$ cat src/rtl/assert_macros.svh
// ----------------------------------------------------------------------------
// assertion macros
// concurrent checks on clk_i, disabled while rst_ni is low
// ----------------------------------------------------------------------------
`ifndef ASSERT_MACROS_SVH
`define ASSERT_MACROS_SVH
`ifndef SYNTH
`define IMD_ASSERT(lbl, prop) \
  lbl: assert property (@(posedge clk_i) disable iff (!rst_ni) (prop)) \
    else $error("imd assertion failed");
`define IMD_ASSERT_NEXT(lbl, ante, cons) \
  lbl: assert property (@(posedge clk_i) disable iff (!rst_ni) (ante) |=> (cons)) \
    else $error("imd assertion failed");
`else
`define IMD_ASSERT(lbl, prop)
`define IMD_ASSERT_NEXT(lbl, ante, cons)
`endif
`endif

$ cat src/rtl/imd_pkg.sv
// ----------------------------------------------------------------------------
// imd_pkg
// shared constants, types and the text table of the metadata deframer
// ----------------------------------------------------------------------------
`timescale 1ns / 1ps

package imd_pkg;

  localparam int TEXT_DEPTH  = 4096;
  localparam int STORE_DEPTH = 2 * TEXT_DEPTH;
  localparam int POS_W       = $clog2(TEXT_DEPTH);
  localparam int ADDR_W      = $clog2(STORE_DEPTH);

  localparam int QUEUE_DEPTH = 4;
  localparam int QPTR_W      = $clog2(QUEUE_DEPTH);
  localparam int QCNT_W      = $clog2(QUEUE_DEPTH + 1);

  localparam int          INTERVAL_W     = 16;
  localparam logic [15:0] INTERVAL_RESET = 16'd16000;

  typedef enum logic [1:0] {
    KIND_AUDIO = 2'd0,
    KIND_TEXT  = 2'd1,
    KIND_END   = 2'd2,
    KIND_ERROR = 2'd3
  } kind_e;

  typedef enum logic [1:0] {
    Q_AUDIO = 2'd0,
    Q_TEXT  = 2'd1,
    Q_END   = 2'd2,
    Q_SWAP  = 2'd3
  } qop_e;

  typedef struct packed {
    qop_e       op;
    logic [7:0] data;
    logic       title_pos;
    logic [3:0] pos;
  } q_entry_t;

  // blank title text; positions one to twelve are also the title prefix
  function automatic logic [7:0] text_char(input logic [POS_W-1:0] pos);
    logic [7:0] c;
    case (pos)
      12'd0:   c = 8'h01;
      12'd1:   c = "S";
      12'd2:   c = "t";
      12'd3:   c = "r";
      12'd4:   c = "e";
      12'd5:   c = "a";
      12'd6:   c = "m";
      12'd7:   c = "T";
      12'd8:   c = "i";
      12'd9:   c = "t";
      12'd10:  c = "l";
      12'd11:  c = "e";
      12'd12:  c = "=";
      12'd13:  c = "'";
      12'd14:  c = "'";
      12'd15:  c = ";";
      default: c = 8'h00;
    endcase
    return c;
  endfunction

endpackage

$ cat src/rtl/imd_fifo.sv
// ----------------------------------------------------------------------------
// imd_fifo
// short queue decoupling the front from the result stage
// ----------------------------------------------------------------------------
`timescale 1ns / 1ps
`include "assert_macros.svh"

module imd_fifo (
  input  logic              clk_i,
  input  logic              rst_ni,
  input  logic              push_i,
  input  imd_pkg::q_entry_t push_data_i,
  output logic              push_ready_o,
  output logic              pop_valid_o,
  output imd_pkg::q_entry_t pop_data_o,
  input  logic              pop_i
);

  import imd_pkg::*;

  q_entry_t          mem_q [QUEUE_DEPTH];
  logic [QPTR_W-1:0] wr_ptr_q, wr_ptr_d;
  logic [QPTR_W-1:0] rd_ptr_q, rd_ptr_d;
  logic [QCNT_W-1:0] cnt_q, cnt_d;
  logic              do_push;
  logic              do_pop;

  assign push_ready_o = (cnt_q != QCNT_W'(QUEUE_DEPTH));
  assign pop_valid_o  = (cnt_q != '0);
  assign pop_data_o   = mem_q[rd_ptr_q];
  assign do_push      = push_i && push_ready_o;
  assign do_pop       = pop_i && pop_valid_o;

  always_comb begin
    wr_ptr_d = do_push ? wr_ptr_q + QPTR_W'(1) : wr_ptr_q;
    rd_ptr_d = do_pop ? rd_ptr_q + QPTR_W'(1) : rd_ptr_q;
    case ({do_push, do_pop})
      2'b10:   cnt_d = cnt_q + QCNT_W'(1);
      2'b01:   cnt_d = cnt_q - QCNT_W'(1);
      default: cnt_d = cnt_q;
    endcase
  end

  always_ff @(posedge clk_i or negedge rst_ni) begin
    if (!rst_ni) begin
      wr_ptr_q <= '0;
      rd_ptr_q <= '0;
      cnt_q    <= '0;
    end else begin
      wr_ptr_q <= wr_ptr_d;
      rd_ptr_q <= rd_ptr_d;
      cnt_q    <= cnt_d;
    end
  end

  always_ff @(posedge clk_i) begin
    if (do_push) begin
      mem_q[wr_ptr_q] <= push_data_i;
    end
  end

  `IMD_ASSERT(a_cnt_range, cnt_q <= QCNT_W'(QUEUE_DEPTH))
  `IMD_ASSERT_NEXT(a_drain, do_pop && !do_push, cnt_q == $past(cnt_q) - QCNT_W'(1))
  `IMD_ASSERT_NEXT(a_fill, do_push && !do_pop, cnt_q == $past(cnt_q) + QCNT_W'(1))

endmodule

$ cat config.mk
export PLATFORM = sky130hd
export DESIGN_NAME = imd_fifo
export DESIGN_NICKNAME = d
export VERILOG_FILES = /design/src/rtl/imd_pkg.sv /design/src/rtl/imd_fifo.sv
export VERILOG_INCLUDE_DIRS = /design/src /design/src/rtl
export SDC_FILE = /design/constraint.sdc
export NUM_CORES = 1
export LEC_CHECK = 0
export BUFFER_PORTS_ARGS = -buffer_cell sky130_fd_sc_hd__buf_2
export CAP_MARGIN = 10
export CORE_MARGIN = 2
export CORE_UTILIZATION = 56
export CTS_BUF_LIST = sky130_fd_sc_hd__clkbuf_16
export CTS_CLUSTER_SIZE = 16
export DETAILED_ROUTE_END_ITERATION = 10
export PLACE_DENSITY_LB_ADDON = 0.08
export REMOVE_ABC_BUFFERS = 1
export SYNTH_ARGS = -nofsm -noshare
export SYNTH_HDL_FRONTEND = slang
export SYNTH_SLANG_ARGS = --single-unit
$ cat constraint.sdc
create_clock -name clk_i -period 2.7 [get_ports clk_i]
set_input_delay 0 -clock clk_i [delete_from_list [all_inputs] [get_ports clk_i]]
set_output_delay 0 -clock clk_i [all_outputs]
set_load 0.05 [all_outputs]
; ---- After elaboration in Yosys (flattened, before gate mapping)
; Memories as Yosys holds them, arrays and structs flattened.
; Index checks and enable logic that the tools add are counted.
[op_classes]
n_reduce_logical = 4
addsub = 4
n_eq_ne = 3
mux = 3
[op_table]
columns = operator, n
row1 = one-hot mux 3 bit (2 select lines), 1
row2 = "adder 2 x 1 -> 2 bit, second input constant", 2
row3 = "adder 3 x 1 -> 3 bit, second input constant", 1
row4 = "!= test 3 bit, second input constant", 1
row5 = nonzero test 3 bit, 1
row6 = "subtractor 3 x 1 -> 3 bit, second input constant", 1
row7 = "equality test 2 x 1 -> 1 bit, second input constant", 1
row8 = "equality test 2 bit, second input constant", 1
row9 = logical AND 1 bit, 2
row10 = two-way mux 1 bit, 2
row11 = nonzero test 2 bit, 1
[totals]
out_inout_bits = 17
ff_bits = 7
word_cells = 18
in_bits = 19
ram_bits = 60
mem_count = 1
[mem_list]
columns = memory, depth, width, rd, rd_clocked_by_memory_dff, wr, line_no
row1 = mem_q, 4, 15, 1, 0, 1, imd_fifo.sv:21  ; q_entry_t mem_q [QUEUE_DEPTH];

; ---- Depth between registers and ports, before layout
[depth]
ltp_word = 4
depth_mapped = 9
ltp_nobuf = 9

; ---- Least setup slack after synthesis
; Ideal clock, no wire load.
[synth_timing]
path_kind = flip-flop to flip-flop
start = reg cnt_q[0]
end = reg cnt_q[2]
synth_period_minus_slack_ns = 2.166
setup_time_ns = 0.079
stages_incl_launch_ff = 10
n_path_buf = 0
arrival_ns = 2.087
setup_slack_ns = 0.534
t_required_ns = 2.621
cell_sequence = dfrtp_1 or3b_4 and2_4 inv_1 ha_1 inv_1 fa_1 xor2_1 nor2_1 xor2_1
[synth_via]
elab_chain_cells = 4
word_cells_on_any_way = 10
cone_classes = add/sub (2) / eq/ne (3) / mux (1) / reduce/logical (4)
[synth_rtl]
columns = item, line_no
row1 = start: declaration, imd_fifo.sv:24  ; logic [QCNT_W-1:0] cnt_q, cnt_d;
row2 = start signal: assignment, imd_fifo.sv:52  ; cnt_q <= cnt_d;
row3 = != test 3 bit (*), imd_fifo.sv:28  ; assign push_ready_o = (cnt_q != QCNT_W'(QUEUE_DEPTH));
row4 = named net push_ready_o, imd_fifo.sv:13  ; output logic push_ready_o,
row5 = logical AND 1 bit (*), imd_fifo.sv:31  ; assign do_push = push_i && push_ready_o;
row6 = equality test 2 x 1 -> 1 bit or equality test 2 bit (tied branches), imd_fifo.sv:37  ; case ({do_push, do_pop})
row7 = one-hot mux 3 bit (2 select lines) or nonzero test 2 bit (tied branches), -
; The timed path passes the listed nets; every way through them passes the cells marked *.
; A chain may end at the register's enable or synchronous reset.

; ---- Worst setup path after layout
[layout_timing]
start = reg cnt_q[0]
end = reg cnt_q[2]
[layout_via]
elab_chain_cells = 4
word_cells_on_any_way = 10
cone_classes = add/sub (2) / eq/ne (3) / mux (1) / reduce/logical (4)
[layout_rtl]
columns = item, line_no
row1 = != test 3 bit or nonzero test 3 bit (tied branches), "imd_fifo.sv:28, imd_fifo.sv:29"
row2 = logical AND 1 bit (on tied branches), "imd_fifo.sv:31, imd_fifo.sv:32"
row3 = equality test 2 x 1 -> 1 bit or equality test 2 bit (tied branches), imd_fifo.sv:37
row4 = one-hot mux 3 bit (2 select lines) or nonzero test 2 bit (tied branches), -
; Parallel ways exist; a longest one is shown, timed or not.

==> flow_metrics.tcl <==
set metrics [dict create \
    gp_congestion 0.752 \
    path_cells "or3b_4 > and2_4 > inv_1 > ha_1 > inv_1 > fa_1 > xor2_1 > nor2_1 > xor2_1" \
    n_antenna_cell 0 \
    dieArea_um2 5190 \
    drv_slew 0 \
    critPathLaunch "cnt_q[0]" \
    insertion_delay_ps 320 \
    seq_area_frac_synth 0.763 \
    max_clock_freq_ghz 0.455 \
    die_y_um 72.0 \
    setup_tns_ps 0 \
    required_ps 2940 \
    status "finished, final reports clean" \
    cts_root_buf "clkbuf_16" \
    synth_edf_count 60 \
    top_usage_layer "met2" \
    r2r-start "cnt_q[0]" \
    ys_seq_elements 67 \
    yosys_warnings 0 \
    hold_viol 0 \
    fin_util 0.749 \
    pwr-share-clk 0.286 \
    post_cts.repair.setup_buffers 0 \
    drt.antenna.violating_nets 0 \
    tritoncts "done" \
    antenna_found_initial 0 \
    drt_pre_antenna_iters 4 \
    routed-via-count 1245 \
    vdd_drop_max_mv 0.900 \
    p_per_area_nw_per_um2 1280 \
    drtIter0Drc 85 \
    gr-usage-met2 0.301 \
    vias_per_cell 5.34 \
    core_area_um2 4410 \
    synth_ff_type "edfxtp_1" \
    finalNetCount 201 \
    yosysTopAreaCellShare 0.695 \
    wire_per_inst_um 17.7 \
    hp-class "in2async" \
    end_kind "flop" \
    cpPeakStageDelay_ps 420 \
    regArea_um2 1980 \
    track_usage 0.187 \
    remaining_drc_errors 0 \
    layout-drive-gt1-share 0.409 \
    syn_area_per_cell_um2 22.3 \
    cts_hold_buffers 17 \
    yosys-top-cells-count "edfxtp_1 (60), mux4_2 (15), dfrtp_1 (7), inv_1 (6), ha_1 (5)" \
    multi_input_area_um2 571 \
    cts_inserted_buffers 9 \
    yosys-top-cells-area "edfxtp_1 (70%), mux4_2 (13%), dfrtp_1 (6.8%), ha_1 (2.4%), and3_2 (1.2%)" \
    grt_max_degree 17 \
    rows 24 \
    intPower_mw 2.71 \
    hold_ws_ps 40.8 \
    async_flop_share 0.104 \
    yosysTopAreaCell "edfxtp_1" \
    die_width_um 72.0 \
    clock_path_buffers 2 \
    dp_hpwl_um 2440 \
    grt_util_met3 0.0569 \
    pwr-share-seq 0.369 \
    period_needed_ps 2200 \
    p_comb_frac 0.345 \
    clk_pin_slew_worst_paths_ps 50 \
    wl_um 4130 \
    first_global_vias 1341 \
    synthToLayoutAreaGrowth_pct 27.6 \
    use_met1 0.231 \
    timing.final.crit_share 0.813 \
    clock_sinks 67 \
    yosysUniqueCellTypes 20 \
    p_switching_mw 1.52 \
    start_util 0.587 \
    setup-violations-final 0 \
    portBuffers 35 \
    switching_share 0.359 \
    rsz0062_at_grt "no" \
    crit_fanout 6 \
    critPathKind "reg2reg" \
    arrival_ps 2440 \
    synthCells 116 \
    maxCapViolations 0 \
    grt_overflow 0 \
    grt_pass1_wl_um 6720 \
    htreeDepth 3 \
    synth_most_common_cell "edfxtp_1" \
    skew_ps 3.50 \
    p_leak_nw 1.23 \
    slowest_stage "or3b_4" \
    worst_slew_pin_slew_ps 742 \
    synth_area_um2 2590 \
    cts_resized 0 \
    cp-start-kind "flop" \
    boundaryPins 36 \
    fillers 254 \
    max_slew_margin 0.506 \
]
-- worst max-delay path: cells and delay by family (launching register included) --
| family | cells | cell delay (ps) |
|---|---|---|
| simple gates | 3 | 730 |
| fa+ha+maj | 2 | 550 |
| xor+xnor | 2 | 310 |
| flops | 1 | 410 |
| buf+inv | 2 | 110 |
-- sequential cells by signal, summed over array words and instances (netlist names) --
register and cells:
cnt_q 3, rd_ptr_q 2, mem_q 60, wr_ptr_q 2
-- cells in the final DEF (no fill, tap or decap), drive strengths merged --
master,count
and2,2
and3,4
buf,36
bufinv,2
clkbuf,9
clkinv,3
clkinvlp,2
dfrtp,7
dlygate4sd3,17
edfxtp,60
fa,1
ha,5
inv,6
mux2,1
mux2i,1
mux4,15
nand3,1
nor2,1
or3,1
or3b,1
xnor2,3
xor2,3
-- power groups by stage --
stage | registers, mW | clock network (mW) | logic [mW]
floorplan | 1.54 | 0 | 1.14
global placement | 1.56 | 0 | 1.43
detailed placement | 1.58 | 0 | 1.46
CTS | 1.56 | 1.23 | 1.48
global route | 1.59 | 1.27 | 1.55
finish | 1.56 | 1.21 | 1.46
-- cell families (layout without fill, tap and decap cells) --
| family | Yosys count | after routing | share of synthesized area |
|---|---|---|---|
| adders and majority gates | 6 | 6 | 0.0319 |
| buffers and inverters | 10 | 75 | 0.0169 |
| DFF | 67 | 67 | 0.763 |
| and+or+nand+nor | 10 | 10 | 0.0280 |
| muxes | 17 | 17 | 0.140 |
| xor gates and xnor gates | 6 | 6 | 0.0203 |
-- area by class of cell --
cell class | instances | area share
flip-flops and latches | 67 | 0.598
clock buffers | 9 | 0.0681
inverters | 6 | 0.00681
multi-input cells | 39 | 0.173
well taps | 52 | 0.0197
clock inverters | 7 | 0.0280
repair buffers | 53 | 0.107
-- per-layer routing --
layer,wire length [um],part of all wire
met5,0,0
met4,95,0.023
met3,152,0.037
met2,2110,0.51
met1,1780,0.43
-- through the flow --
step | cells | instance area, um^2 | worst slack (ps) | power [mW]
floorplan | 112 | 2570 | 534 | 2.69
global placement | 200 | 2820 | 609 | 2.99
detailed placement | 200 | 2820 | 524 | 3.04
CTS | 233 | 3310 | 512 | 4.27
global route | 233 | 3310 | 404 | 4.41
finish | 233 | 3310 | 504 | 4.22
-- final timing paths --
path	end	slack (ps)	cells past startpoint
worst min-delay path	cnt_q[1]	40	2
worst min register to register	cnt_q[2]	500	1
worst max-delay path	cnt_q[2]	500	9
min in group clk_i	wr_ptr_q[0]	60	3
worst max register to register	cnt_q[2]	500	9
max in group asynchronous	wr_ptr_q[1]	2500	2
Power figures use the tool's default switching activity.
