File: src/rtl/assert_macros.svh
// ----------------------------------------------------------------------------
// assertion macros
// concurrent checks on clk_i, disabled while rst_ni is low
// ----------------------------------------------------------------------------
`ifndef ASSERT_MACROS_SVH
`define ASSERT_MACROS_SVH
`ifndef SYNTH
`define IMD_ASSERT(lbl, prop) \
  lbl: assert property (@(posedge clk_i) disable iff (!rst_ni) (prop)) \
    else $error("imd assertion failed");
`define IMD_ASSERT_NEXT(lbl, ante, cons) \
  lbl: assert property (@(posedge clk_i) disable iff (!rst_ni) (ante) |=> (cons)) \
    else $error("imd assertion failed");
`else
`define IMD_ASSERT(lbl, prop)
`define IMD_ASSERT_NEXT(lbl, ante, cons)
`endif
`endif

File: src/rtl/imd_pkg.sv
// ----------------------------------------------------------------------------
// imd_pkg
// shared constants, types and the text table of the metadata deframer
// ----------------------------------------------------------------------------
`timescale 1ns / 1ps

package imd_pkg;

  localparam int TEXT_DEPTH  = 4096;
  localparam int STORE_DEPTH = 2 * TEXT_DEPTH;
  localparam int POS_W       = $clog2(TEXT_DEPTH);
  localparam int ADDR_W      = $clog2(STORE_DEPTH);

  localparam int QUEUE_DEPTH = 4;
  localparam int QPTR_W      = $clog2(QUEUE_DEPTH);
  localparam int QCNT_W      = $clog2(QUEUE_DEPTH + 1);

  localparam int          INTERVAL_W     = 16;
  localparam logic [15:0] INTERVAL_RESET = 16'd16000;

  typedef enum logic [1:0] {
    KIND_AUDIO = 2'd0,
    KIND_TEXT  = 2'd1,
    KIND_END   = 2'd2,
    KIND_ERROR = 2'd3
  } kind_e;

  typedef enum logic [1:0] {
    Q_AUDIO = 2'd0,
    Q_TEXT  = 2'd1,
    Q_END   = 2'd2,
    Q_SWAP  = 2'd3
  } qop_e;

  typedef struct packed {
    qop_e       op;
    logic [7:0] data;
    logic       title_pos;
    logic [3:0] pos;
  } q_entry_t;

  // blank title text; positions one to twelve are also the title prefix
  function automatic logic [7:0] text_char(input logic [POS_W-1:0] pos);
    logic [7:0] c;
    case (pos)
      12'd0:   c = 8'h01;
      12'd1:   c = "S";
      12'd2:   c = "t";
      12'd3:   c = "r";
      12'd4:   c = "e";
      12'd5:   c = "a";
      12'd6:   c = "m";
      12'd7:   c = "T";
      12'd8:   c = "i";
      12'd9:   c = "t";
      12'd10:  c = "l";
      12'd11:  c = "e";
      12'd12:  c = "=";
      12'd13:  c = "'";
      12'd14:  c = "'";
      12'd15:  c = ";";
      default: c = 8'h00;
    endcase
    return c;
  endfunction

endpackage

File: src/rtl/imd_if.sv


interface imd_out_if;
  logic       valid;
  logic       ready;
  logic [1:0] kind;
  logic [7:0] out_byte;
  logic       text_changed;
  modport source (output valid, output kind, output out_byte, output text_changed,
                  input ready);
  modport sink   (input valid, input kind, input out_byte, input text_changed,
                  output ready);
endinterface


File: src/rtl/imd_back.sv
// ----------------------------------------------------------------------------
// imd_back
// prefix check, halt on format error and result register
// ----------------------------------------------------------------------------
`timescale 1ns / 1ps
`include "assert_macros.svh"

module imd_back (
  input  logic              clk_i,
  input  logic              rst_ni,
  input  logic              pop_valid_i,
  input  imd_pkg::q_entry_t pop_data_i,
  output logic              pop_o,
  imd_out_if.source         out_o
);

  import imd_pkg::*;

  logic       out_valid_q, out_valid_d;
  kind_e      out_kind_q, out_kind_d;
  logic [7:0] out_data_q, out_data_d;
  logic       out_changed_q, out_changed_d;
  logic       prefix_ok_q, prefix_ok_d;
  logic       halted_q, halted_d;
  logic       take;

  // once halted, queued transactions are drained and dropped
  assign pop_o = pop_valid_i && (halted_q || !out_valid_q || out_o.ready);
  assign take  = pop_o && !halted_q;

  always_comb begin
    out_valid_d   = out_valid_q;
    out_kind_d    = out_kind_q;
    out_data_d    = out_data_q;
    out_changed_d = out_changed_q;
    prefix_ok_d   = prefix_ok_q;
    halted_d      = halted_q;
    if (out_o.ready) begin
      out_valid_d = 1'b0;
    end
    if (take) begin
      out_valid_d   = 1'b1;
      out_data_d    = 8'd0;
      out_changed_d = 1'b0;
      unique case (pop_data_i.op)
        Q_AUDIO: begin
          out_kind_d = KIND_AUDIO;
          out_data_d = pop_data_i.data;
        end
        Q_TEXT: begin
          out_kind_d = KIND_TEXT;
          out_data_d = pop_data_i.data;
          if (pop_data_i.title_pos &&
              (pop_data_i.data != text_char(POS_W'(pop_data_i.pos)))) begin
            prefix_ok_d = 1'b0;
          end
        end
        Q_END: begin
          out_kind_d  = KIND_END;
          prefix_ok_d = 1'b1;
        end
        Q_SWAP: begin
          if (prefix_ok_q) begin
            out_kind_d    = KIND_END;
            out_changed_d = 1'b1;
          end else begin
            out_kind_d = KIND_ERROR;
            halted_d   = 1'b1;
          end
          prefix_ok_d = 1'b1;
        end
      endcase
    end
  end

  always_ff @(posedge clk_i or negedge rst_ni) begin
    if (!rst_ni) begin
      out_valid_q <= 1'b0;
      prefix_ok_q <= 1'b1;
      halted_q    <= 1'b0;
    end else begin
      out_valid_q <= out_valid_d;
      prefix_ok_q <= prefix_ok_d;
      halted_q    <= halted_d;
    end
  end

  always_ff @(posedge clk_i) begin
    out_kind_q    <= out_kind_d;
    out_data_q    <= out_data_d;
    out_changed_q <= out_changed_d;
  end

  assign out_o.valid        = out_valid_q;
  assign out_o.kind         = out_kind_q;
  assign out_o.out_byte     = out_data_q;
  assign out_o.text_changed = out_changed_q;

  `IMD_ASSERT_NEXT(a_halt_sticky, halted_q, halted_q)
  `IMD_ASSERT(a_error_shown, $rose(halted_q) |-> out_valid_q && (out_kind_q == KIND_ERROR))
  `IMD_ASSERT(a_zero_byte, out_valid_q && ((out_kind_q == KIND_END) || (out_kind_q == KIND_ERROR)) |-> (out_data_q == 8'd0))

endmodule

File: src/flat_wrapper.sv
// flat-port wrapper written by rule: the top's interface ports become plain ports
module imd_back_flat import imd_pkg::*;
  (clk_i, rst_ni, pop_valid_i, pop_data_i, pop_o, out_o_valid, out_o_kind, out_o_out_byte, out_o_text_changed, out_o_ready);
  imd_out_if out_o_i ();
  input  logic clk_i;
  input  logic rst_ni;
  input  logic pop_valid_i;
  input  imd_pkg::q_entry_t pop_data_i;
  output logic pop_o;
  output wire logic [$bits(out_o_i.valid)-1:0] out_o_valid;
  output wire logic [$bits(out_o_i.kind)-1:0] out_o_kind;
  output wire logic [$bits(out_o_i.out_byte)-1:0] out_o_out_byte;
  output wire logic [$bits(out_o_i.text_changed)-1:0] out_o_text_changed;
  input wire logic [$bits(out_o_i.ready)-1:0] out_o_ready;
  assign out_o_valid = out_o_i.valid;
  assign out_o_kind = out_o_i.kind;
  assign out_o_out_byte = out_o_i.out_byte;
  assign out_o_text_changed = out_o_i.text_changed;
  assign out_o_i.ready = out_o_ready;
  imd_back u_core (.clk_i(clk_i), .rst_ni(rst_ni), .pop_valid_i(pop_valid_i), .pop_data_i(pop_data_i), .pop_o(pop_o), .out_o(out_o_i));
endmodule
File: config.mk
export PLATFORM = sky130hd
export DESIGN_NAME = imd_back_flat
export DESIGN_NICKNAME = d
export VERILOG_FILES = /design/src/rtl/imd_pkg.sv /design/src/rtl/imd_if.sv /design/src/rtl/imd_back.sv /design/src/flat_wrapper.sv
export VERILOG_INCLUDE_DIRS = /design/src /design/src/rtl
export SDC_FILE = /design/constraint.sdc
export NUM_CORES = 1
export LEC_CHECK = 0
export BUFFER_PORTS_ARGS = -buffer_cell sky130_fd_sc_hd__buf_2
export CAP_MARGIN = 20
export CORE_MARGIN = 10
export CORE_UTILIZATION = 48
export DETAILED_ROUTE_END_ITERATION = 7
export PLACE_DENSITY = 0.75
export SLEW_MARGIN = 0
export SYNTH_ARGS = -nofsm -noshare
export SYNTH_HDL_FRONTEND = slang
export SYNTH_SLANG_ARGS = --single-unit
File: constraint.sdc
create_clock -name clk_i -period 2.45 [get_ports clk_i]
set_input_delay 0.245 -clock clk_i [delete_from_list [all_inputs] [get_ports clk_i]]
set_output_delay 0.245 -clock clk_i [all_outputs]
set_load 0.01 [all_outputs]
=== Yosys cells after proc, flatten, opt, wreduce, memory -nomap -nowiden ===
Memories as Yosys holds them, arrays and structs flattened.
Cells that the tools add are included.

* Output and inout port bits: 13
* Flip-flop bits (word level): 14
* Memories kept: 1
* Bits in read-only memories: 112
* Word-level logic and storage cells: 36
* Bits of input ports: 19

* Muxes and demuxes: 9
* Bitwise logic cells: 1
* Equal/unequal tests: 5
* Reductions and logical operators: 14

{| class="wikitable"
|+ Memory list
! memory !! words !! width !! read ports !! clocked after memory_dff !! write ports !! line !! text
|-
| (no name shown) || 16 || 7 || 1 || 0 || 0 || imd_pkg.sv:45 || <nowiki>case (pos)</nowiki>
|}

{| class="wikitable"
|+ Operator list
! kind !! number
|-
| 8-bit 2-to-1 mux || 2
|-
| 8-bit != test || 1
|-
| 2-bit case mux with 4 select lines || 1
|-
| 3-bit AND reduction || 2
|-
| 1-bit 2-to-1 mux || 5
|-
| 2-bit == test (second input constant) || 2
|-
| 2-bit nonzero test || 2
|-
| 2-bit OR reduction || 2
|-
| 1-bit logical AND || 3
|-
| 2-bit by 1-bit == test with 1-bit output (second input constant) || 1
|-
| 1-bit logical NOT || 2
|-
| 2-bit logical NOT || 1
|-
| 1-bit logical OR || 2
|-
| 2-bit by 1-bit != test with 1-bit output (second input constant) || 1
|-
| 1-bit case mux with 2 select lines || 1
|-
| 1-bit inverter || 1
|}

=== Depth between registers and ports, before layout ===
Gate-level depths: netlist (run 1).

* Depth in word-level cells: 10
* Gate-level depth with buffers: 7
* Gate-level depth less buffers: 7

=== Worst setup path after synthesis (run 1) ===
Ideal clock, no wire load.

* Path kind: register to register
* Start point: register u_core.out_valid_q, in the netlist u_core.out_o.valid
* End point: register u_core.prefix_ok_q
* Clock period less this slack: 1.970 ns
* Arrival time: 1.888 ns
* Path slack: 0.480 ns
* Stages on the path, launching flop included: 6
* Cells stage by stage: dfrtp_1 -> nand2b_1 -> nor3b_1 -> a31oi_1 -> a21oi_1 -> o21ai_1

* Cells in the longest elaborated chain, start to end: 6

{| class="wikitable"
|+ RTL lines
! item !! line !! text
|-
| from (decl) || imd_back.sv:19 || <nowiki>logic out_valid_q, out_valid_d;</nowiki>
|-
| from (signal assigned) || imd_back.sv:82 || <nowiki>out_valid_q <= out_valid_d;</nowiki>
|-
| 1-bit logical NOT || imd_back.sv:28 || <nowiki>assign pop_o = pop_valid_i && (halted_q || !out_valid_q || out_o.ready);</nowiki>
|-
| 1-bit logical OR (2 in series) || imd_back.sv:28 ||
|-
| 1-bit logical AND || imd_back.sv:28 ||
|-
| 1-bit logical AND || imd_back.sv:29 || <nowiki>assign take = pop_o && !halted_q;</nowiki>
|-
| 3-bit AND reduction (no source line) || n/a ||
|-
| to (signal assigned) || imd_back.sv:83 || <nowiki>prefix_ok_q <= prefix_ok_d;</nowiki>
|-
| to (decl) || imd_back.sv:23 || <nowiki>logic prefix_ok_q, prefix_ok_d;</nowiki>
|}

Every way passes these cells.
A chain may end at the register's enable or synchronous reset.

=== Worst setup path after layout (run 1) ===
* Start point: input pop_data_i[0] (netlist name)
* End point: register u_core.prefix_ok_q

* Cells in the longest elaborated chain, start to end: 7

{| class="wikitable"
|+ RTL lines
! item !! line !! text
|-
| from (decl) || flat_wrapper.sv:8 || <nowiki>input imd_pkg::q_entry_t pop_data_i;</nowiki>
|-
| memory read 16 x 7 bit || n/a ||
|-
| 8-bit 2-to-1 mux || imd_back.sv:45 || <nowiki>unique case (pop_data_i.op)</nowiki>
|-
| 8-bit 2-to-1 mux || imd_back.sv:41 || <nowiki>if (take) begin</nowiki>
|-
| 8-bit != test || imd_back.sv:54 || <nowiki>(pop_data_i.data != text_char(POS_W'(pop_data_i.pos)))) begin</nowiki>
|-
| 1-bit logical AND || imd_back.sv:53 || <nowiki>if (pop_data_i.title_pos &&</nowiki>
|-
| 2-bit by 1-bit != test with 1-bit output (no source line) || n/a ||
|-
| 3-bit AND reduction (no source line) || n/a ||
|}

Every way passes these cells. The select of a mux whose other input is x is not followed.

==> flow_metrics.tcl, run 1 <==
set metrics [dict create \
    dpl.hpwl_mm 1.62 \
    drive_gt1_frac 0.333 \
    end_kind "flop" \
    grt.total_usage 0.0964 \
    clk_pin_slew_ns 0.09 \
    cts.sinks 14 \
    reg2regPathDepth 5 \
    setup_viol 0 \
    die_h_um 63.9 \
    min_to "u_core.out_o.valid" \
    dpl_worst_slack_ns 0.403 \
    clock_path_buffers 2 \
    clock_skew_ns 0.00770 \
    dieArea_sq_mm 0.00408 \
    drv_cap 0 \
    htree_levels 1 \
    min_from "pop_valid_i" \
    core_sq_mm 0.00178 \
    clock_latency_ns 0.27 \
    place_congestion 0.813 \
    yosysMostFrequentCell "edfxtp_1" \
    rsz0062_at_grt "false" \
    timing.slew.headroom 0.827 \
    grt_pass1_vias 726 \
    synth.yosys.seq_area_share 0.440 \
    synth_top_cell_by_area "edfxtp_1" \
    p_per_area_mw_per_mm2 620 \
    syn-mean-instance-area_sq_um 11.1 \
    start_util 0.518 \
    portBuffers 31 \
    async_flop_share 0.214 \
    worst_slew_pin_slew_ns 0.257 \
    synth.top_cells.by_count "edfxtp_1, inv_1, nor2b_1" \
    hold_class "in2reg" \
    cp_max_fo 8 \
    leakage_nw 0.520 \
    critPathRequiredTime_ns 2.65 \
    r2r-end "u_core.prefix_ok_q" \
    timing.rr.start "u_core.prefix_ok_q" \
    drtPass1Iterations 4 \
    ant_nets 0 \
    setup-tns-final_ns 0 \
    drcViolationCount 0 \
    hold_viol 0 \
    synth_top_flop_cell "edfxtp_1" \
    outcome "completed" \
    ctsResizeCount 0 \
    synth.area.top_cells "edfxtp_1, ha_1, mux4_1, dfrtp_1, nor2b_1" \
    post_cts_buffers 0 \
    drv_slew 0 \
    synth_seq_cells 14 \
    cts_tree "built" \
    synth_top_area_share 0.358 \
    cts_root_buffer "clkbuf_4" \
    synthesis.nets 108 \
    die_w_um 63.9 \
    ir_worst_vdd_uv 415 \
    nets 143 \
    drtIter0Drc 18 \
    synth_edf_count 11 \
    cp.arrival_ns 1.98 \
    critPathLaunchType "input port" \
    hold_depth 3 \
    cts_buffers 3 \
    vias_per_cell 5.02 \
    num_rows 15 \
    io_pins 32 \
    fmax_ghz 0.563 \
    wirelength_mm 1.95 \
    critPathKind "in2reg" \
    n_antenna_cell 0 \
    overflow 0 \
    ys_types 34 \
    synth_area_sq_um 923 \
    num_vias 713 \
    worst_slack_ns 0.675 \
    antenna_found_initial 0 \
    syn2layout_area_growth_pct 24.0 \
    grt_max_degree 14 \
    ys_warn_count 0 \
    fin_crit_ns 1.78 \
    hold_buffers 1 \
    grt_pass1_wl_mm 3.25 \
    syn_inst 83 \
    period_share 0.725 \
    wl_per_cell_um 13.7 \
    ff2ff_setup_slack_ns 0.83 \
]
==> how the worst max path moves through the flow <==
stage                                   from            endpoint  slack [ns]  cells after the start
after global placement         pop_data_i[0]  u_core.prefix_ok_q        0.50                      8
after CTS                      pop_data_i[0]  u_core.prefix_ok_q        0.69                      8
after floorplan           u_core.out_o.valid  u_core.prefix_ok_q        0.48                      5
final                          pop_data_i[0]  u_core.prefix_ok_q        0.67                      8
after global routing           pop_data_i[0]  u_core.prefix_ok_q        0.59                      8
after detailed placement       pop_data_i[0]  u_core.prefix_ok_q        0.40                      8
==> sequential cells by signal (all words and copies together), names as in the netlist <==
signal	count
u_core.out_o.valid	1
u_core.out_o.out_byte	8
u_core.out_o.kind	2
u_core.halted_q	1
u_core.out_o.text_changed	1
u_core.prefix_ok_q	1
==> routing by layer <==
metal,GRT usage,share of wire,up-vias
li1,-,-,369
met1,0.101,0.42,316
met2,0.165,0.49,26
met3,0.0348,0.073,2
met4,0.0492,0.015,0
met5,0,0,-
==> cell families after synthesis <==
family	synth area share
adders and majority gates	0.0813
AOI/OAI and AO/OA	0.125
muxes	0.0840
buffers and inverters	0.0610
xor gates and xnor gates	0.0664
and+or+nand+nor	0.142
DFF	0.440
==> report_power, final <==
| group | leakage (nW) | internal (mW) | switching, mW | total, mW |
|---|---|---|---|---|
| clock | 0.0210 | 0.0902 | 0.0688 | 0.159 |
| combinational | 0.363 | 0.0929 | 0.117 | 0.210 |
| sequential | 0.136 | 0.320 | 0.0202 | 0.341 |
| total | 0.520 | 0.503 | 0.206 | 0.709 |
==> placed cells by master, fill, tap and decap left out <==
cell type	netlist	layout
a21boi_0	1	1
buf_4	0	1
dfstp_2	1	1
a311oi_1	1	1
nand2_1	1	1
a41o_1	1	1
buf_2	0	31
nand2b_1	2	2
mux2_4	1	1
clkbuf_4	0	3
a21oi_1	1	1
xnor2_1	5	5
o21ai_0	2	2
o211ai_1	1	1
o21bai_1	1	1
dlygate4sd3_1	0	1
and3_1	1	1
xor2_1	2	2
nand4_1	2	2
nor3_1	1	1
a311o_1	1	1
clkbuf_8	0	1
mux4_1	2	2
ha_1	6	6
mux2i_1	1	1
o21ai_1	2	2
nor2b_1	7	7
nor2_1	6	6
inv_1	10	10
dfrtp_1	2	2
edfxtp_1	11	11
a211oi_1	1	1
a31oi_1	3	3
a211oi_2	1	1
nor3b_1	1	1
or4_1	1	1
and4b_1	1	1
==> critical path: stages <==
cell and delay, ns:
buf_2 0.16, inv_1 0.09, ha_1 0.28, o21ai_1 0.15, nand2_1 0.09, mux2_4 0.30
or4_1 0.51, o21ai_1 0.16
==> through the flow <==
stage | util | hold slack, ns | power (mW) | cell area, sq um | cells
after floorplan | - | -0.0506 | 0.471 | 923 | 83
after global placement | 0.616 | 0.0456 | 0.550 | 1100 | 137
after detailed placement | 0.616 | 0.0430 | 0.556 | 1100 | 137
after CTS | 0.642 | 0.273 | 0.715 | 1140 | 142
after global routing | 0.642 | 0.282 | 0.756 | 1140 | 142
final | 0.642 | 0.279 | 0.709 | 1140 | 142
==> cell type report <==
cell class	count	area (sq um)
Tap cell	25	31.3
Fill cell	143	638
Inverter	10	37.5
Timing Repair Buffer	33	173
Multi-Input combinational cell	56	460
Clock buffer	4	36.3
Sequential cell	14	407
Note: power is estimated with default switching activity, not from simulation.
==> run 2, diff against run 1 <==
ABC_AREA = 1   (was default)
CORE_UTILIZATION = 49   (was 48)
PLACE_DENSITY = 0.76   (was 0.75)
clock period = 1.65 ns   (was 2.45 ns; I/O delays follow)
==> run 2 against run 1 <==
Compared with the run above:
- non-clock buffer count shrank 1
- total power up 0.47%
- global-route usage shrank 0.30 points
- register-to-register slack worse by 0.63 ns
- worst setup slack lost 0.48 ns
- largest cell class unchanged
- synthesized cell count is 54% higher
- clock power rose by 20%
- cell area increased by 1.5%
==> flow_metrics.tcl, run 2 <==
set metrics [dict create \
    outcome "completed" \
    dpl.hpwl_mm 1.71 \
    synth_top_flop_cell "edfxtp_1" \
    netSwitchingFraction 0.258 \
    synth_edf_count 11 \
    synth_mux_area_frac 0 \
    ctsResizeCount 0 \
    place_congestion 0.885 \
    clock_skew_ns 0.00320 \
    io_pins 32 \
    num_rows 16 \
    overflow 0 \
    drive_gt1_frac 0.256 \
    synth_area_sq_um 975 \
    htree_levels 1 \
    synth-adder-area-share 0.0770 \
    syn_inst 128 \
    die_h_um 64.6 \
    die_w_um 64.6 \
    n_antenna_cell 0 \
    yosys.area_share.simple 0.344 \
    dpl_worst_slack_ns 0.206 \
    num_vias 884 \
    drv_slew 0 \
    layout_common_cells "nand2_1, buf_2, inv_1" \
    fmax_ghz 0.685 \
    cp_max_fo 3 \
    vias_per_cell 4.73 \
    period_share 0.884 \
    cts_tree "built" \
    worst_slew_pin_slew_ns 0.381 \
    synth_top_area_share 0.339 \
    wirelength_mm 2.00 \
    critPathRequiredTime_ns 1.48 \
    hold_class "in2reg" \
    cp.arrival_ns 1.29 \
    register_area_sq_um 407 \
    grt_pass1_vias 791 \
    syn-mean-instance-area_sq_um 7.61 \
    grt_max_degree 14 \
    clock_path_buffers 2 \
    timing.slew.headroom 0.743 \
    synth.top_cells.by_count "nand2_1, inv_1, nand3_1" \
    async_flop_share 0.214 \
    pwr-share-seq 0.533 \
    synth.area.top_cells "edfxtp_1, nand2_1, nand3_1, ha_1, inv_1" \
    synthXorXnorAreaFrac 0 \
    critPathKind "reg2out" \
    synth_top_family_by_area "simple AND/OR/NAND/NOR gates" \
    multi_input_area_sq_um 435 \
    synth_top_cell_by_area "edfxtp_1" \
    ys_types 19 \
    clock_latency_ns 0.27 \
    worst_slack_ns 0.191 \
    critPathLaunchType "flop" \
    post_cts_buffers 0 \
    rsz0062_at_grt "false" \
    setup-tns-final_ns 0 \
    wl_per_cell_um 10.7 \
    grt.total_usage 0.0934 \
    start_util 0.507 \
    yosysMostFrequentCell "nand2_1" \
    switchingPower_mw 0.184 \
    p_clk_frac 0.267 \
    cts.sinks 14 \
    cts_root_buffer "clkbuf_4" \
    timing.hold.ws_ns 0.0979 \
    dieArea_sq_mm 0.00417 \
    drtPass1Iterations 4 \
    synth.yosys.seq_area_share 0.417 \
    cts_buffers 3 \
    ir_worst_vdd_uv 315 \
    synth_compound_gate_area_share 0.0257 \
    final_common_cell "nand2_1" \
    fin_cells 187 \
    grt_pass1_wl_mm 3.24 \
    core_sq_mm 0.00192 \
    leakage_nw 0.604 \
    fin_crit_ns 1.46 \
    dp.cells 182 \
    ys_warn_count 0 \
    p_comb_frac 0.199 \
    clk_pin_slew_ns 0.08 \
    hold_buffers 1 \
    drv_cap 0 \
    nFillCells 191 \
    antenna_found_initial 0 \
    synth_seq_cells 14 \
    synthesis.nets 153 \
    ant_nets 0 \
    portBuffers 31 \
    drtIter0Drc 33 \
    largest_reg_flops 8 \
    drcViolationCount 0 \
    p_int_mw 0.529 \
    setup_viol 0 \
    end_kind "output pin" \
    nets 186 \
    p_per_area_mw_per_mm2 613 \
    syn2layout_area_growth_pct 19.3 \
    hold_viol 0 \
]
[run 2: worst paths after layout]
path / from / endpoint / slack, ns / cells past startpoint
max in group asynchronous: rst_ni / u_core.prefix_ok_q / 1.24 / 2
setup / recovery: u_core.halted_q / pop_o / 0.19 / 3
setup reg to reg: u_core.halted_q / u_core.out_o.out_byte[7] / 0.20 / 4
hold / removal: out_o_ready / u_core.out_o.valid / 0.1 / 2
min in group asynchronous: rst_ni / u_core.halted_q / 0.22 / 2
hold reg to reg: u_core.prefix_ok_q / u_core.prefix_ok_q / 0.48 / 2
[run 2: kinds of logic after synthesis]
| kind of cell | Yosys count |
|---|---|
| simple gates | 78 |
| buf+inv | 26 |
| flops | 14 |
| fa+ha+maj | 6 |
| compound gates | 4 |
[run 2: critical path: stages, from the launching register on]
cell and delay, ns:
dfrtp_1 0.38, o31ai_1 0.38, inv_1 0.10, buf_2 0.16
[run 2: final cells by class]
type,count,share of cell area
clock buffers,4,0.0226
repair buffers,32,0.142
multi-input cells,88,0.375
flip-flops and latches,14,0.350
well taps,27,0.0291
inverters,22,0.0818
[run 2: metal layers]
metal	up-vias	wire length, um	track usage
met2	33	979	0.163
met4	0	29	0.0508
met1	382	818	0.0950
met5	-	0	0
li1	467	-	-
met3	2	171	0.0344
[run 2: stage by stage]
| stage | total power [mW] | utilization | instance area (sq um) |
|---|---|---|---|
| 2_1_floorplan | 0.488 | - | 975 |
| 3_3_place_gp | 0.524 | 0.586 | 1130 |
| 3_5_place_dp | 0.528 | 0.586 | 1130 |
| 4_1_cts | 0.715 | 0.605 | 1160 |
| 5_1_grt | 0.746 | 0.605 | 1160 |
| 6_report | 0.713 | 0.605 | 1160 |
[run 2: power groups by stage]
stage / Clock, mW / Combinational [mW] / Sequential, mW
after global placement: 0 / 0.136 / 0.388
final: 0.191 / 0.142 / 0.380
after global routing: 0.205 / 0.161 / 0.380
after floorplan: 0 / 0.100 / 0.388
after CTS: 0.193 / 0.143 / 0.380
after detailed placement: 0 / 0.140 / 0.388
==> run 3, diff against run 2 <==
CORE_UTILIZATION = 50   (was 49)
PLACE_DENSITY = 0.77   (was 0.76)
clock period = 1.7 ns   (was 1.65 ns; I/O delays follow)
==> run 3 against run 2 <==
Compared with the run above:
- total power is 2.6% higher
- critical path depth stayed put
- combinational power is 4% lower
- sequential share of layout area is 0.22 points lower
- non-clock buffer count stayed put
- worst setup slack better by 0.078 ns
- hold slack worse by 0.00089 ns
- global-route usage is 0.59 points higher
- core utilization is 5.1 points higher
- routed wire length is 2.0% higher
- flip-flop and latch count stayed put
- critical path type unchanged
- highest routed layer unchanged
==> flow_metrics.tcl, run 3 (same netlist as run 2, synthesis figures left out) <==
set metrics [dict create \
    critPathKind "reg2out" \
    num_vias 867 \
    ctsResizeCount 0 \
    dp.cells 180 \
    vias_per_cell 4.69 \
    dpl_worst_slack_ns 0.212 \
    die_w_um 64.2 \
    grt.total_usage 0.0993 \
    crit_chain "o31ai_1 > inv_1 > buf_2" \
    p_per_area_mw_per_mm2 625 \
    hold_class "in2reg" \
    start_util 0.547 \
    cts.sinks 14 \
    leakage_nw 0.610 \
    place_congestion 0.869 \
    clock_latency_ns 0.27 \
    critPathTopFamily "flip-flops" \
    post_cts_buffers 0 \
    hold_viol 0 \
    cts_buffers 3 \
    drv_slew 0 \
    setup_viol 0 \
    fin_cells 185 \
    portBuffers 31 \
    drcViolationCount 0 \
    cp.arrival_ns 1.26 \
    worst_slew_pin_slew_ns 0.420 \
    grt_max_degree 14 \
    final_util 0.656 \
    overflow 0 \
    clock_skew_ns 0.00554 \
    n_antenna_cell 0 \
    final_common_cell "nand2_1" \
    critPathRequiredTime_ns 1.53 \
    drtPass1Iterations 4 \
    rsz0062_at_grt "false" \
    largest_reg_flops 8 \
    htree_levels 1 \
    layout_common_cells "nand2_1, buf_2, inv_1" \
    clk_pin_slew_ns 0.08 \
    dieArea_sq_mm 0.00412 \
    critPathBufInv 2 \
    core_sq_mm 0.00178 \
    nFillCells 154 \
    syn2layout_area_growth_pct 20.0 \
    dpl.hpwl_mm 1.76 \
    grt_pass1_wl_mm 3.30 \
    cts_root_buffer "clkbuf_4" \
    crit_slowest_cell "dfrtp_1" \
    drv_cap 0 \
    io_pins 32 \
    die_h_um 64.2 \
    setup-tns-final_ns 0 \
    outcome "completed" \
    timing.slew.headroom 0.720 \
    drtIter0Drc 34 \
    antenna_found_initial 0 \
    period_share 0.842 \
    wl_per_cell_um 11.0 \
    drive_gt1_frac 0.263 \
    worst_slack_ns 0.269 \
    max_stage_delay_ns 0.38 \
    nets 186 \
    fin_crit_ns 1.43 \
    end_kind "output pin" \
    cts_tree "built" \
    num_rows 15 \
    grt_pass1_vias 763 \
    ir_worst_vdd_uv 325 \
    wirelength_mm 2.04 \
    critPathLaunchType "flop" \
    fmax_ghz 0.699 \
    clock_path_buffers 2 \
    ant_nets 0 \
    cp_max_fo 3 \
]
## run 3: cell counts in the layout (fill, tap and decap cells not counted)
Identical to the previous run, type by type.
## run 3: routing by layer
| layer | vias up | track usage | part of all wire | routed length (um) |
|---|---|---|---|---|
| met3 | 4 | 0.0348 | 0.087 | 178 |
| met5 | - | 0 | 0 | 0 |
| met1 | 363 | 0.113 | 0.43 | 877 |
| met2 | 35 | 0.155 | 0.46 | 939 |
| met4 | 0 | 0.0615 | 0.021 | 43 |
| li1 | 465 | - | - | - |
## run 3: what timing repair did
item,CTS,global route
endpoints found under the hold margin,3,0
hold buffers,1,0
endpoints found under the setup margin,0,0
## run 3: worst reg2reg max path: stages (launching register included)
cell and delay (ns):
dfrtp_1 0.38, o31ai_1 0.35, inv_1 0.10, nand2_1 0.09, inv_1 0.20
## run 3: per-stage QoR
stage	hold WS [ns]	area, sq um	power (mW)
finish	0.0971	1170	0.731
global route	0.0963	1170	0.776
CTS	0.0983	1170	0.739
detailed placement	-0.0320	1120	0.512
global placement	-0.0310	1120	0.508
floorplan	-0.126	975	0.473
## run 3: where the power goes
group          leakage, nW  internal (mW)  total, mW         switching [mW]
Combinational        0.468         0.0533      0.137                 0.0837
Sequential           0.121          0.369      0.369  0.0000000000000000235
Clock               0.0210          0.130      0.226                 0.0955
## run 3: area by class of cell
| class | count | area, sq um | share of cell area |
|---|---|---|---|
| Clock buffer | 4 | 36.3 | 0.0310 |
| Inverter | 22 | 95.1 | 0.0813 |
| Multi-Input combinational cell | 88 | 435 | 0.372 |
| Sequential cell | 14 | 407 | 0.348 |
| Tap cell | 25 | 31.3 | 0.0267 |
| Timing Repair Buffer | 32 | 165 | 0.141 |
## run 3: final timing paths
| check | from | to | slack (ns) | cells past startpoint |
|---|---|---|---|---|
| setup reg to reg | u_core.halted_q | u_core.out_o.out_byte[5] | 0.27 | 4 |
| hold / removal | out_o_ready | u_core.out_o.valid | 0.1 | 2 |
| min in group asynchronous | rst_ni | u_core.out_o.valid | 0.22 | 2 |
| hold reg to reg | u_core.prefix_ok_q | u_core.prefix_ok_q | 0.49 | 2 |
| setup / recovery | u_core.halted_q | pop_o | 0.27 | 3 |
| max in group asynchronous | rst_ni | u_core.prefix_ok_q | 1.29 | 2 |
